$ cat src/design/assert_macros.svh
// Assertion macros used by task_priority_queue.
// ASSERT_ALWAYS checks a property at every rising clock edge outside reset.
// ASSERT_NEVER checks that an expression is never true outside reset.
`ifndef ASSERT_MACROS_SVH
`define ASSERT_MACROS_SVH
`ifndef NO_ASSERTIONS
`define ASSERT_ALWAYS(label, clk, rst_n, prop, msg) \
	label: assert property (@(posedge clk) disable iff (!rst_n) prop) else $error(msg);
`define ASSERT_NEVER(label, clk, rst_n, expr, msg) \
	label: assert property (@(posedge clk) disable iff (!rst_n) !(expr)) else $error(msg);
`else
`define ASSERT_ALWAYS(label, clk, rst_n, prop, msg)
`define ASSERT_NEVER(label, clk, rst_n, expr, msg)
`endif
`endif

$ cat src/design/tpq_pkg.sv
`timescale 1ns / 1ps
`default_nettype none
// ----------------------------------------------------------------------------
// tpq_pkg: task priority queue shared definitions
// Capacity, field widths, operation and status codes, cell control bundle.
// ----------------------------------------------------------------------------
package tpq_pkg;

	localparam int CAPACITY = 32;
	localparam int CNT_W    = $clog2(CAPACITY + 1);
	localparam int FIELD_W  = 16;
	localparam int OCC_W    = 6;
	localparam int STAT_W   = 2;

	localparam logic OP_PUSH = 1'b0;
	localparam logic OP_POP  = 1'b1;

	localparam logic [STAT_W-1:0] ST_OK    = 2'd0;
	localparam logic [STAT_W-1:0] ST_EMPTY = 2'd1;
	localparam logic [STAT_W-1:0] ST_FULL  = 2'd2;

	// field order makes a plain unsigned compare the service order:
	// priority, then run time, then identifier
	typedef struct packed {
		logic [FIELD_W-1:0] prio;
		logic [FIELD_W-1:0] dur;
		logic [FIELD_W-1:0] id;
	} task_t;

	typedef struct packed {
		logic  push;
		logic  pop;
		task_t item;
	} cell_ctrl_t;

endpackage
`default_nettype wire

$ cat src/design/tpq_cell.sv
`timescale 1ns / 1ps
`default_nettype none
// ----------------------------------------------------------------------------
// tpq_cell: one slot of the sorted task chain
// Keeps, takes the new task, or shifts from a neighbor.
// ----------------------------------------------------------------------------
module tpq_cell
	import tpq_pkg::*;
(
	input  wire logic       clk,
	input  wire cell_ctrl_t ctrl,
	input  wire logic       held,
	input  wire logic       left_ins,
	input  wire task_t      left_item,
	input  wire task_t      right_item,
	output logic            ins,
	output task_t           item
);

	task_t item_q;

	// slot at or past the insert point
	assign ins  = !held || (ctrl.item < item_q);
	assign item = item_q;

	always_ff @(posedge clk) begin
		if (ctrl.push && ins) begin
			item_q <= left_ins ? left_item : ctrl.item;
		end else if (ctrl.pop) begin
			item_q <= right_item;
		end
	end

endmodule
`default_nettype wire

$ cat config.mk
export PLATFORM = sky130hd
export DESIGN_NAME = tpq_cell
export DESIGN_NICKNAME = d
export VERILOG_FILES = /design/src/design/assert_macros.svh /design/src/design/tpq_pkg.sv /design/src/design/tpq_cell.sv
export SDC_FILE = /design/constraint.sdc
export NUM_CORES = 1
export LEC_CHECK = 0
export BUFFER_PORTS_ARGS = -buffer_cell sky130_fd_sc_hd__buf_2
export CAP_MARGIN = 15
export CORE_MARGIN = 2
export CORE_UTILIZATION = 45
export DETAILED_ROUTE_END_ITERATION = 8
export PLACE_DENSITY_LB_ADDON = 0.15
export SYNTH_ARGS = -nofsm -noshare
export SYNTH_HDL_FRONTEND = slang
export SYNTH_SLANG_ARGS = --single-unit
$ cat constraint.sdc
create_clock -name clk -period 4.25 [get_ports clk]
set_input_delay 0.2125 -clock clk [delete_from_list [all_inputs] [get_ports clk]]
set_output_delay 0.2125 -clock clk [all_outputs]
set_load 0.005 [all_outputs]
# ---- After elaboration in Yosys (flattened, before gate mapping)
# Cells that the tools add are included.
dict set report op_classes {
  magnitude_cmp 1
  muxes 3
  n_reduce_logical 4
}
# cell count
set op_table {}
lappend op_table {{48-bit two-way mux} 3}
lappend op_table {{48-bit < comparator} 1}
lappend op_table {{2-bit nonzero test} 1}
lappend op_table {{1-bit logical AND} 1}
lappend op_table {{1-bit logical NOT} 1}
lappend op_table {{1-bit logical OR} 1}
dict set report word_totals {
  regBits 48
  in_bits 149
  out_inout_bits 49
  wordCells 11
}

# ---- Logic depth before layout (Yosys ltp)
# Gate-level depths: netlist of run 1.
dict set report logic_depth {
  word_depth 4
  ltp_mapped 11
  ltp_nobuf 9
}

# ---- Worst setup path before layout of run 1
# Ideal clock, no wire load.
dict set report synth_path {
  path_kind {register -> register}
  from {register item_q (netlist bit item[38])}
  to {register item_q (netlist bit item[0]), enable pin}
  setup_time_ns 0.591
  arrival_time_ns 2.953
  required_time_ns 3.659
  setup_slack_ns 0.706
  path_stages_with_launch 12
  n_path_buf 2
  synth_period_minus_slack_ns 3.544
  cell_sequence {edfxtp_1 -> inv_1 -> ha_1 -> nand4_1 -> nor4_2 -> nand2_1 -> o211ai_1 -> a41oi_2 -> o31ai_4 -> buf_6 -> buf_8 -> nand2b_1}
}
dict set report synth_via {
  elab_chain_len 4
}
# element line
set synth_rtl {}
lappend synth_rtl {{from (decl)} tpq_cell.sv:20} ;# task_t item_q;
lappend synth_rtl {{from (signal assigned)} tpq_cell.sv:28} ;# item_q <= left_ins ? left_item : ctrl.item;
lappend synth_rtl {{from (signal assigned)} tpq_cell.sv:30} ;# item_q <= right_item;
lappend synth_rtl {{48-bit < comparator} tpq_cell.sv:23} ;# assign ins = !held || (ctrl.item < item_q);
lappend synth_rtl {{1-bit logical OR} tpq_cell.sv:23}
lappend synth_rtl {{1-bit logical AND} tpq_cell.sv:27} ;# if (ctrl.push && ins) begin
lappend synth_rtl {{2-bit nonzero test (no source line)} --}
# Every way passes these cells.
# A chain may end at the register's enable or synchronous reset.

# ---- Final worst setup path of run 1
dict set report layout_path {
  from {register item_q (netlist bit item[38])}
  to {register item_q (netlist bit item[21]), data pin}
}
dict set report layout_via {
  elab_chain_len 4
}
# element line
set layout_rtl {}
lappend layout_rtl {{48-bit < comparator} tpq_cell.sv:23}
lappend layout_rtl {{1-bit logical OR} tpq_cell.sv:23}
lappend layout_rtl {{1-bit logical AND} tpq_cell.sv:27}
lappend layout_rtl {{48-bit two-way mux} tpq_cell.sv:27}
# Every way passes these cells.

==> results.yml, run 1 <==
outcome:
  status: "finished, final reports clean"
floorplan:
  rows: 33
  fp.dieH_um: 96.45
  die_w_um: 96.45
  start_util_pct: 46.58
  core_mm2: 0.008258
  ios: 198
  fp.dieArea_mm2: 0.009303
timing:
  rsz0062_at_grt: "false"
  max_clock_freq_mhz: 309.1
  finalCriticalPeriod_ns: 3.235
  worst-slew-pin-transition_ns: 1.141
  fin_worst_skew_ns: 0.008452
  finalHoldViolations: 0
  slew_headroom_pct: 23.91
  post-route-period-util_pct: 76.11
  layout_setup_ws_ns: 1.015
  drv_slew: 0
  setup_violations: 0
  setup_tns_ns: 0
power:
  cellLeakagePower_nw: 2.503
  p_seq_share_pct: 45.5
  internal-power_uw: 964.8
  p_clk_share_pct: 19.8
  swShare_pct: 29.58
  combPwrFrac_pct: 34.7
  p_switching_uw: 405.3
  power_density_mw_per_mm2: 274.0
  ir_worst_vdd_mv: 0.1191
synthesis:
  synth_area_mm2: 0.003846
  synth_ff_type: "edfxtp_1"
  yosysWarnings: 0
  syn_inst: 326
  syn_area_per_cell_um2: 11.80
  ys_seq_elements: 48
  synth_nets: 522
  synth_edf_count: 48
  ys_types: 32
  synthArstFlopShare_pct: 0
  seq_area_frac_synth_pct: 37.48
clocking:
  clk_latency_ns: 0.30
  path_clk_slew_ns: 0.09
  cts_resized: 0
  htreeDepth: 2
  cts_tree: "done"
  cts_buffer_depth: 2
  clock-sinks: 48
  post-cts-setup-buffer-count: 0
  hold_buffers: 0
  cts-buffers-inserted: 5
  cts_root_buffer: "clkbuf_8"
layout:
  syn2layout_area_growth_pct: 30.03
  multi_input_area_mm2: 0.002162
  largest_reg_flops: 48
  nFillCells: 744
  drive_above_1_share_pct: 58.70
  nets: 719
  final_cells: 628
  n_antenna_cell: 0
  ff_latch_area_mm2: 0.001441
  fin_area_mm2: 0.005001
detailed_routing:
  post_drt_wl_per_cell_um: 15.06
  ant_nets: 0
  drtIter0Drc: 80
  num_vias: 3175
  drt_first_pass_iters: 4
  wl_um: 9459
  drc: 0
  viasPerCell: 5.056
min_path:
  whs_path_depth: 2
  min_path_type: "input pin to flop"
worst_setup_path:
  start_kind: "flop"
  cp.required_ns: 4.30
  worstRegToRegCells: 10
  crit_path_max_fanout: 48
  critPathCaptureType: "flop"
  critPathArrivalTime_ns: 3.29
  crit_type: "flop to flop"
global_route:
  grt-ovfl-total: 0
  grt_pass1_vias: 3115
  antenna_found_initial: 0
  grt_max_degree: 49
  grt_util_all_layers_pct: 19.76
  grt_pass1_wl_um: 14180
placed_design:
  placed_cells: 621
  gp_congestion: 0.7655
  port_buffers: 197
  place_hpwl_um: 7633
  place_ws_ns: 0.9764
  place_area_mm2: 0.004923
run:
  max-cap-violations: 0
stage by stage:
| stage | hold WS (ns) | total power [mW] | utilization, % |
|---|---|---|---|
| floorplan | 0.4300 | 0.9241 | - |
| global placement | 0.5139 | 1.101 | 59.62 |
| detailed placement | 0.5172 | 1.117 | 59.62 |
| CTS | 0.1982 | 1.392 | 60.56 |
| global route | 0.1925 | 1.469 | 60.56 |
| finish | 0.2047 | 1.370 | 60.56 |
cell type report:
type	instances	share of cell area (%)
inverters	48	3.603
clock buffers	6	1.451
well taps	105	2.627
multi-input cells	220	43.23
flip-flops and latches	48	28.82
repair buffers	200	20.17
clock inverters	1	0.1001
final timing paths:
kind / to / startpoint / slack [ns]
max: item[21] / item[38] / 1.02
min: item[3] / right_item[3] / 0.20
max reg2reg: item[21] / item[38] / 1.02
min reg2reg: item[46] / item[47] / 1.67
worst max-delay path, stage by stage, from the launching register on:
cell and delay (ns):
edfxtp_1 0.37, inv_1 0.05, ha_1 0.30, nand4_1 0.17, nor4_2 0.45, nand2_1 0.09
o211ai_1 0.20, a41oi_2 0.08, o31ai_4 0.24, buf_4 0.62, mux2_2 0.41
layout by cell type, fill, tap and decap left out, types with 2 or more instances in the layout:
cell      count
ha_1         47
clkbuf_8      5
nor3_1        4
buf_4         3
edfxtp_1     48
a21o_1        4
nor2_1        5
buf_2       197
mux2_4        9
o211ai_1      2
inv_1        48
nand3_1       3
mux2_2       87
nand2_1      14
o21ai_0       6
nand4_1       7
a221oi_1      2
a21oi_1      17
synth_stat cells (2+ instances only):
cell | count | share of area [%]
a21o_1 | 4 | 0.78
a21oi_1 | 17 | 2.2
a221oi_1 | 2 | 0.46
buf_4 | 2 | 0.39
clkbuf_1 | 5 | 0.49
edfxtp_1 | 48 | 37
ha_1 | 47 | 15
inv_1 | 48 | 4.7
mux2_2 | 87 | 25
mux2_4 | 9 | 3.5
nand2_1 | 14 | 1.4
nand2b_1 | 2 | 0.33
nand3_1 | 3 | 0.39
nand4_1 | 7 | 1.1
nor2_1 | 5 | 0.49
nor3_1 | 4 | 0.52
o211ai_1 | 2 | 0.39
o21ai_0 | 6 | 0.78
cells by family (layout without fill, tap and decap cells):
logic type	after synthesis	count (layout)	synth area share, %
mux	96	96	28.99
buf+inv	58	255	6.376
flops	48	48	37.48
fa+ha+maj	47	47	15.29
compound gates	39	39	6.929
simple gates	38	38	4.945
power by group through the flow:
stage,logic [mW],clock network [mW],registers [mW]
6_report,0.475,0.271,0.624
3_3_place_gp,0.469,0,0.633
4_1_cts,0.484,0.283,0.625
3_5_place_dp,0.481,0,0.635
5_1_grt,0.539,0.299,0.631
2_1_floorplan,0.282,0,0.642
per-layer routing:
| layer | up-vias | track usage [%] | routed length [µm] |
|---|---|---|---|
| met5 | - | 0 | 0 |
| met4 | 0 | 5.751 | 128 |
| met3 | 10 | 4.888 | 720 |
| met2 | 114 | 35.82 | 4766 |
| met1 | 1451 | 23.03 | 3844 |
| li1 | 1600 | - | - |
No activity file was read; power rests on OpenSTA's default activity.
==> run 2: changes to the inputs <==
==> constraint.sdc (replaced) <==
create_clock -name clk -period 3 [get_ports clk]
set_input_delay 0.15 -clock clk [delete_from_list [all_inputs] [get_ports clk]]
set_output_delay 0.15 -clock clk [all_outputs]
set_load 0.005 [all_outputs]
==> results.yml, run 2 (synthesized netlist as in run 1, its figures left out) <==
outcome:
  status: "finished, final reports clean"
clocking:
  clk_latency_ns: 0.31
  cts_root_buffer: "clkbuf_8"
  clock-sinks: 48
  htreeDepth: 2
  cts_tree: "done"
  cts-buffers-inserted: 5
  cts_buffer_depth: 2
  path_clk_slew_ns: 0.10
  hold_buffers: 0
power:
  p_total_mw: 1.989
  cellLeakagePower_nw: 2.582
  ir_worst_vdd_mv: 0.1891
  power_density_mw_per_mm2: 386.3
global_route:
  grt_util_all_layers_pct: 20.03
  grt_pass1_vias: 3209
  antenna_found_initial: 1
  grt-ovfl-total: 0
  grt_max_degree: 39
  grt_pass1_wl_um: 14390
layout:
  final_common_cell: "buf_2"
  largest_reg_flops: 48
  syn2layout_area_growth_pct: 33.86
  layout_common_cells: "buf_2 (197), mux2_2 (87), inv_1 (48), edfxtp_1 (48), ha_1 (47)"
  n_antenna_cell: 0
  nets: 727
  fin_area_mm2: 0.005149
  drive_above_1_share_pct: 59.21
worst_setup_path:
  path_cells: "inv_1, ha_1, nand4_1, nor4_4, nand2_1, o211ai_1, a41oi_2, o31ai_4, buf_4, buf_12, mux2_2"
  start_kind: "flop"
  crit_path_top_delay_cell: "edfxtp_1"
  critPathCaptureType: "flop"
  worstReg2RegStart: "item[35]"
  cpPeakStageDelay_ns: 0.36
  crit_type: "flop to flop"
  critPathArrivalTime_ns: 2.89
  critPathTopFamily: "simple AND/OR/NAND/NOR gates"
  critPathLaunch: "item[35]"
  crit_buf_inv: 3
  crit_path_max_fanout: 19
  cp.required_ns: 3.06
floorplan:
  rows: 33
  die_w_um: 96.45
  start_util_pct: 46.58
  ios: 198
  fp.dieH_um: 96.45
  fp.dieArea_mm2: 0.009303
  core_mm2: 0.008258
detailed_routing:
  viasPerCell: 5.094
  ant_nets: 0
  drtIter0Drc: 91
  post_drt_wl_per_cell_um: 15.20
  drc: 0
  num_vias: 3245
  wl_um: 9684
  drt_first_pass_iters: 4
timing:
  finalCriticalPeriod_ns: 2.837
  rsz0062_at_grt: "false"
  finalHoldViolations: 0
  drv_slew: 0
  setup_violations: 0
  max_clock_freq_mhz: 352.5
  worst-slew-pin-transition_ns: 0.6476
  setup_tns_ns: 0
  post-route-period-util_pct: 94.57
  fin_worst_skew_ns: 0.01162
  slew_headroom_pct: 56.83
placed_design:
  gp_congestion: 0.7693
  place_hpwl_um: 7708
  place_area_mm2: 0.004989
  port_buffers: 197
min_path:
  min_path_type: "input pin to flop"
  min_from: "right_item[26]"
run:
  max-cap-violations: 0
[run 2: through the flow]
step	util, %	std cells	worst slack, ns	hold slack [ns]
2_1_floorplan	-	326	0.2354	0.3675
4_1_cts	61.38	632	0.1107	0.1319
3_3_place_gp	60.41	624	0.2120	0.4513
3_5_place_dp	60.41	624	0.1265	0.4538
6_report	62.35	637	0.1628	0.1377
5_1_grt	62.35	637	0.02252	0.1266
[run 2: worst register-to-register path, delay by kind of cell (launching register included)]
| kind | cells | cell delay [ns] |
|---|---|---|
| adders and majority gates | 1 | 0.31 |
| AOI/OAI and AO/OA | 3 | 0.59 |
| and+or+nand+nor | 3 | 0.60 |
| DFF | 1 | 0.36 |
| buffers and inverters | 3 | 0.38 |
| muxes | 1 | 0.36 |
[run 2: final timing paths]
check	endpoint	slack, ns	cells after the start
setup / recovery	item[1]	0.16	11
hold / removal	item[26]	0.14	2
setup reg to reg	item[1]	0.16	11
hold reg to reg	item[16]	1.39	8
[run 2: power breakdown]
| part | total [mW] | internal (mW) | switching [mW] |
|---|---|---|---|
| Combinational | 0.717 | 0.389 | 0.328 |
| Sequential | 0.884 | 0.845 | 0.0385 |
| Clock | 0.388 | 0.163 | 0.225 |
| Total | 1.99 | 1.40 | 0.591 |
[run 2: timing repair]
action	in CTS	in global routing
endpoints found under the setup margin	0	60
gates resized for setup	0	4
setup buffers	0	3
[run 2: layout make-up]
class | instances | area, µm²
Clock buffer | 7 | 76.32
Fill cell | 727 | 3109
Inverter | 48 | 180.2
Sequential cell | 48 | 1441
Multi-Input combinational cell | 220 | 2181
Clock inverter | 1 | 3.754
Tap cell | 105 | 131.4
Timing Repair Buffer | 208 | 1135
[run 2: routing by layer]
metal | GRT usage [%] | part of all wire [%] | vias to the layer above
met5 | 0 | 0.13 | -
li1 | - | - | 1612
met1 | 22.32 | 40 | 1488
met3 | 4.888 | 8.5 | 16
met2 | 37.50 | 50 | 127
met4 | 5.986 | 1.6 | 2
==> run 3: changes to the inputs <==
--- a/config.mk
+++ b/config.mk
@@ -9,6 +9,7 @@
 export CAP_MARGIN = 15
 export CORE_MARGIN = 2
 export CORE_UTILIZATION = 45
+export CTS_BUF_LIST = sky130_fd_sc_hd__clkbuf_8
 export DETAILED_ROUTE_END_ITERATION = 8
 export PLACE_DENSITY_LB_ADDON = 0.15
 export SYNTH_ARGS = -nofsm -noshare
==> results.yml, run 3 (synthesized netlist as in run 1, its figures left out) <==
worst_setup_path:
  critPathCaptureType: "flop"
  crit_path_max_fanout: 19
  cp.required_ns: 3.06
  crit_type: "flop to flop"
  critPathArrivalTime_ns: 2.90
  worstRegToRegCells: 11
  start_kind: "flop"
placed_design:
  place_hpwl_um: 7708
  port_buffers: 197
  placed_cells: 624
  gp_congestion: 0.7693
layout:
  final_common_cell: "buf_2"
  nFillCells: 727
  drive_above_1_share_pct: 59.21
  syn2layout_area_growth_pct: 33.86
  multi_input_area_mm2: 0.002181
  layout_common_cells: "buf_2 (197), mux2_2 (87), inv_1 (50)"
  nets: 727
  final_cells: 637
  largest_reg_flops: 48
  n_antenna_cell: 0
  ff_latch_area_mm2: 0.001441
floorplan:
  fp.dieArea_mm2: 0.009303
  fp.dieH_um: 96.45
  start_util_pct: 46.58
  ios: 198
  die_w_um: 96.45
  rows: 33
  core_mm2: 0.008258
global_route:
  grt_pass1_vias: 3209
  grt-ovfl-total: 0
  grt_use_met3_pct: 4.888
  grt_util_all_layers_pct: 20.03
  grt_most_used_layer: "met2"
  antenna_found_initial: 1
  use_met1_pct: 22.32
  grtUsageMet2_pct: 37.50
  grt_pass1_wl_um: 14390
  grt_max_degree: 39
clocking:
  htreeDepth: 2
  hold_buffers: 0
  clk_latency_ns: 0.31
  path_clk_slew_ns: 0.10
  clock-sinks: 48
  cts_root_buffer: "clkbuf_8"
  cts_buffer_depth: 2
  cts-buffers-inserted: 5
  cts_tree: "done"
detailed_routing:
  drtIter0Drc: 91
  viasPerCell: 5.097
  drt_first_pass_iters: 4
  ant_nets: 0
  num_vias: 3247
  wl_um: 9682
  drc: 0
  post_drt_wl_per_cell_um: 15.20
timing:
  rsz0062_at_grt: "false"
  drv_slew: 0
  slew_headroom_pct: 56.79
  worst-slew-pin-transition_ns: 0.6481
  max_clock_freq_mhz: 352.2
  finalCriticalPeriod_ns: 2.839
  setup_violations: 0
  fin_worst_skew_ns: 0.01129
  setup_tns_ns: 0
  post-route-period-util_pct: 94.63
  finalHoldViolations: 0
run:
  max-cap-violations: 0
power:
  power_density_mw_per_mm2: 385.0
  cellLeakagePower_nw: 2.591
  ir_worst_vdd_mv: 0.1893
outcome:
  status: "finished, final reports clean"
min_path:
  min_path_type: "input pin to flop"
  whs_path_depth: 2
-- run 3: cell count changes in the layout (fill, tap and decap cells not counted), sizes merged --
cell,delta
clkbuf,-2
inv,+2
-- run 3: where the power goes --
part           switching, mW  internal [mW]  total (mW)  leakage (nW)
Sequential            0.0384          0.845       0.883         0.485
Clock                  0.226          0.157       0.382        0.0482
Combinational          0.328          0.389       0.717          2.06
-- run 3: area by class of cell --
cell class	instances	share of cell area [%]
clock buffers	5	1.337
repair buffers	208	22.04
clock inverters	3	0.2187
multi-input cells	220	42.36
inverters	48	3.499
well taps	105	2.552
flip-flops and latches	48	28.00
-- run 3: final timing paths --
check	startpoint	end	slack, ns
hold reg to reg	item[47]	item[16]	1.39
setup reg to reg	item[35]	item[1]	0.16
hold / removal	right_item[26]	item[26]	0.14
setup / recovery	item[35]	item[1]	0.16
-- run 3: through the flow --
stage	util, %	worst slack (ns)	power (mW)	hold WS (ns)	cell area [µm²]
2_1_floorplan	-	0.2354	1.309	0.3675	3854
3_3_place_gp	60.41	0.2120	1.577	0.4513	4989
3_5_place_dp	60.41	0.1265	1.597	0.4538	4989
4_1_cts	61.38	0.1111	1.977	0.1319	5069
5_1_grt	62.35	0.02252	2.115	0.1266	5149
6_report	62.35	0.1610	1.982	0.1377	5149
-- run 3: critical path, cell delays in order (launching register included) --
cell and delay (ns):
edfxtp_1 0.36, inv_1 0.05, ha_1 0.31, nand4_1 0.18, nor4_4 0.34, nand2_1 0.08
o211ai_1 0.21, a41oi_2 0.08, o31ai_4 0.30, buf_4 0.17, buf_12 0.16, mux2_2 0.35
-- run 3: timing repair --
item	in CTS	in global routing
setup buffers	0	3
setup endpoints to repair	0	60
resized for setup	0	4
-- run 3: routing by layer --
metal	up-vias	wire [µm]	part of all wire [%]
li1	1613	-	-
met1	1488	3824	39
met2	128	4862	50
met3	16	824	8.5
met4	2	156	1.6
met5	-	13	0.13
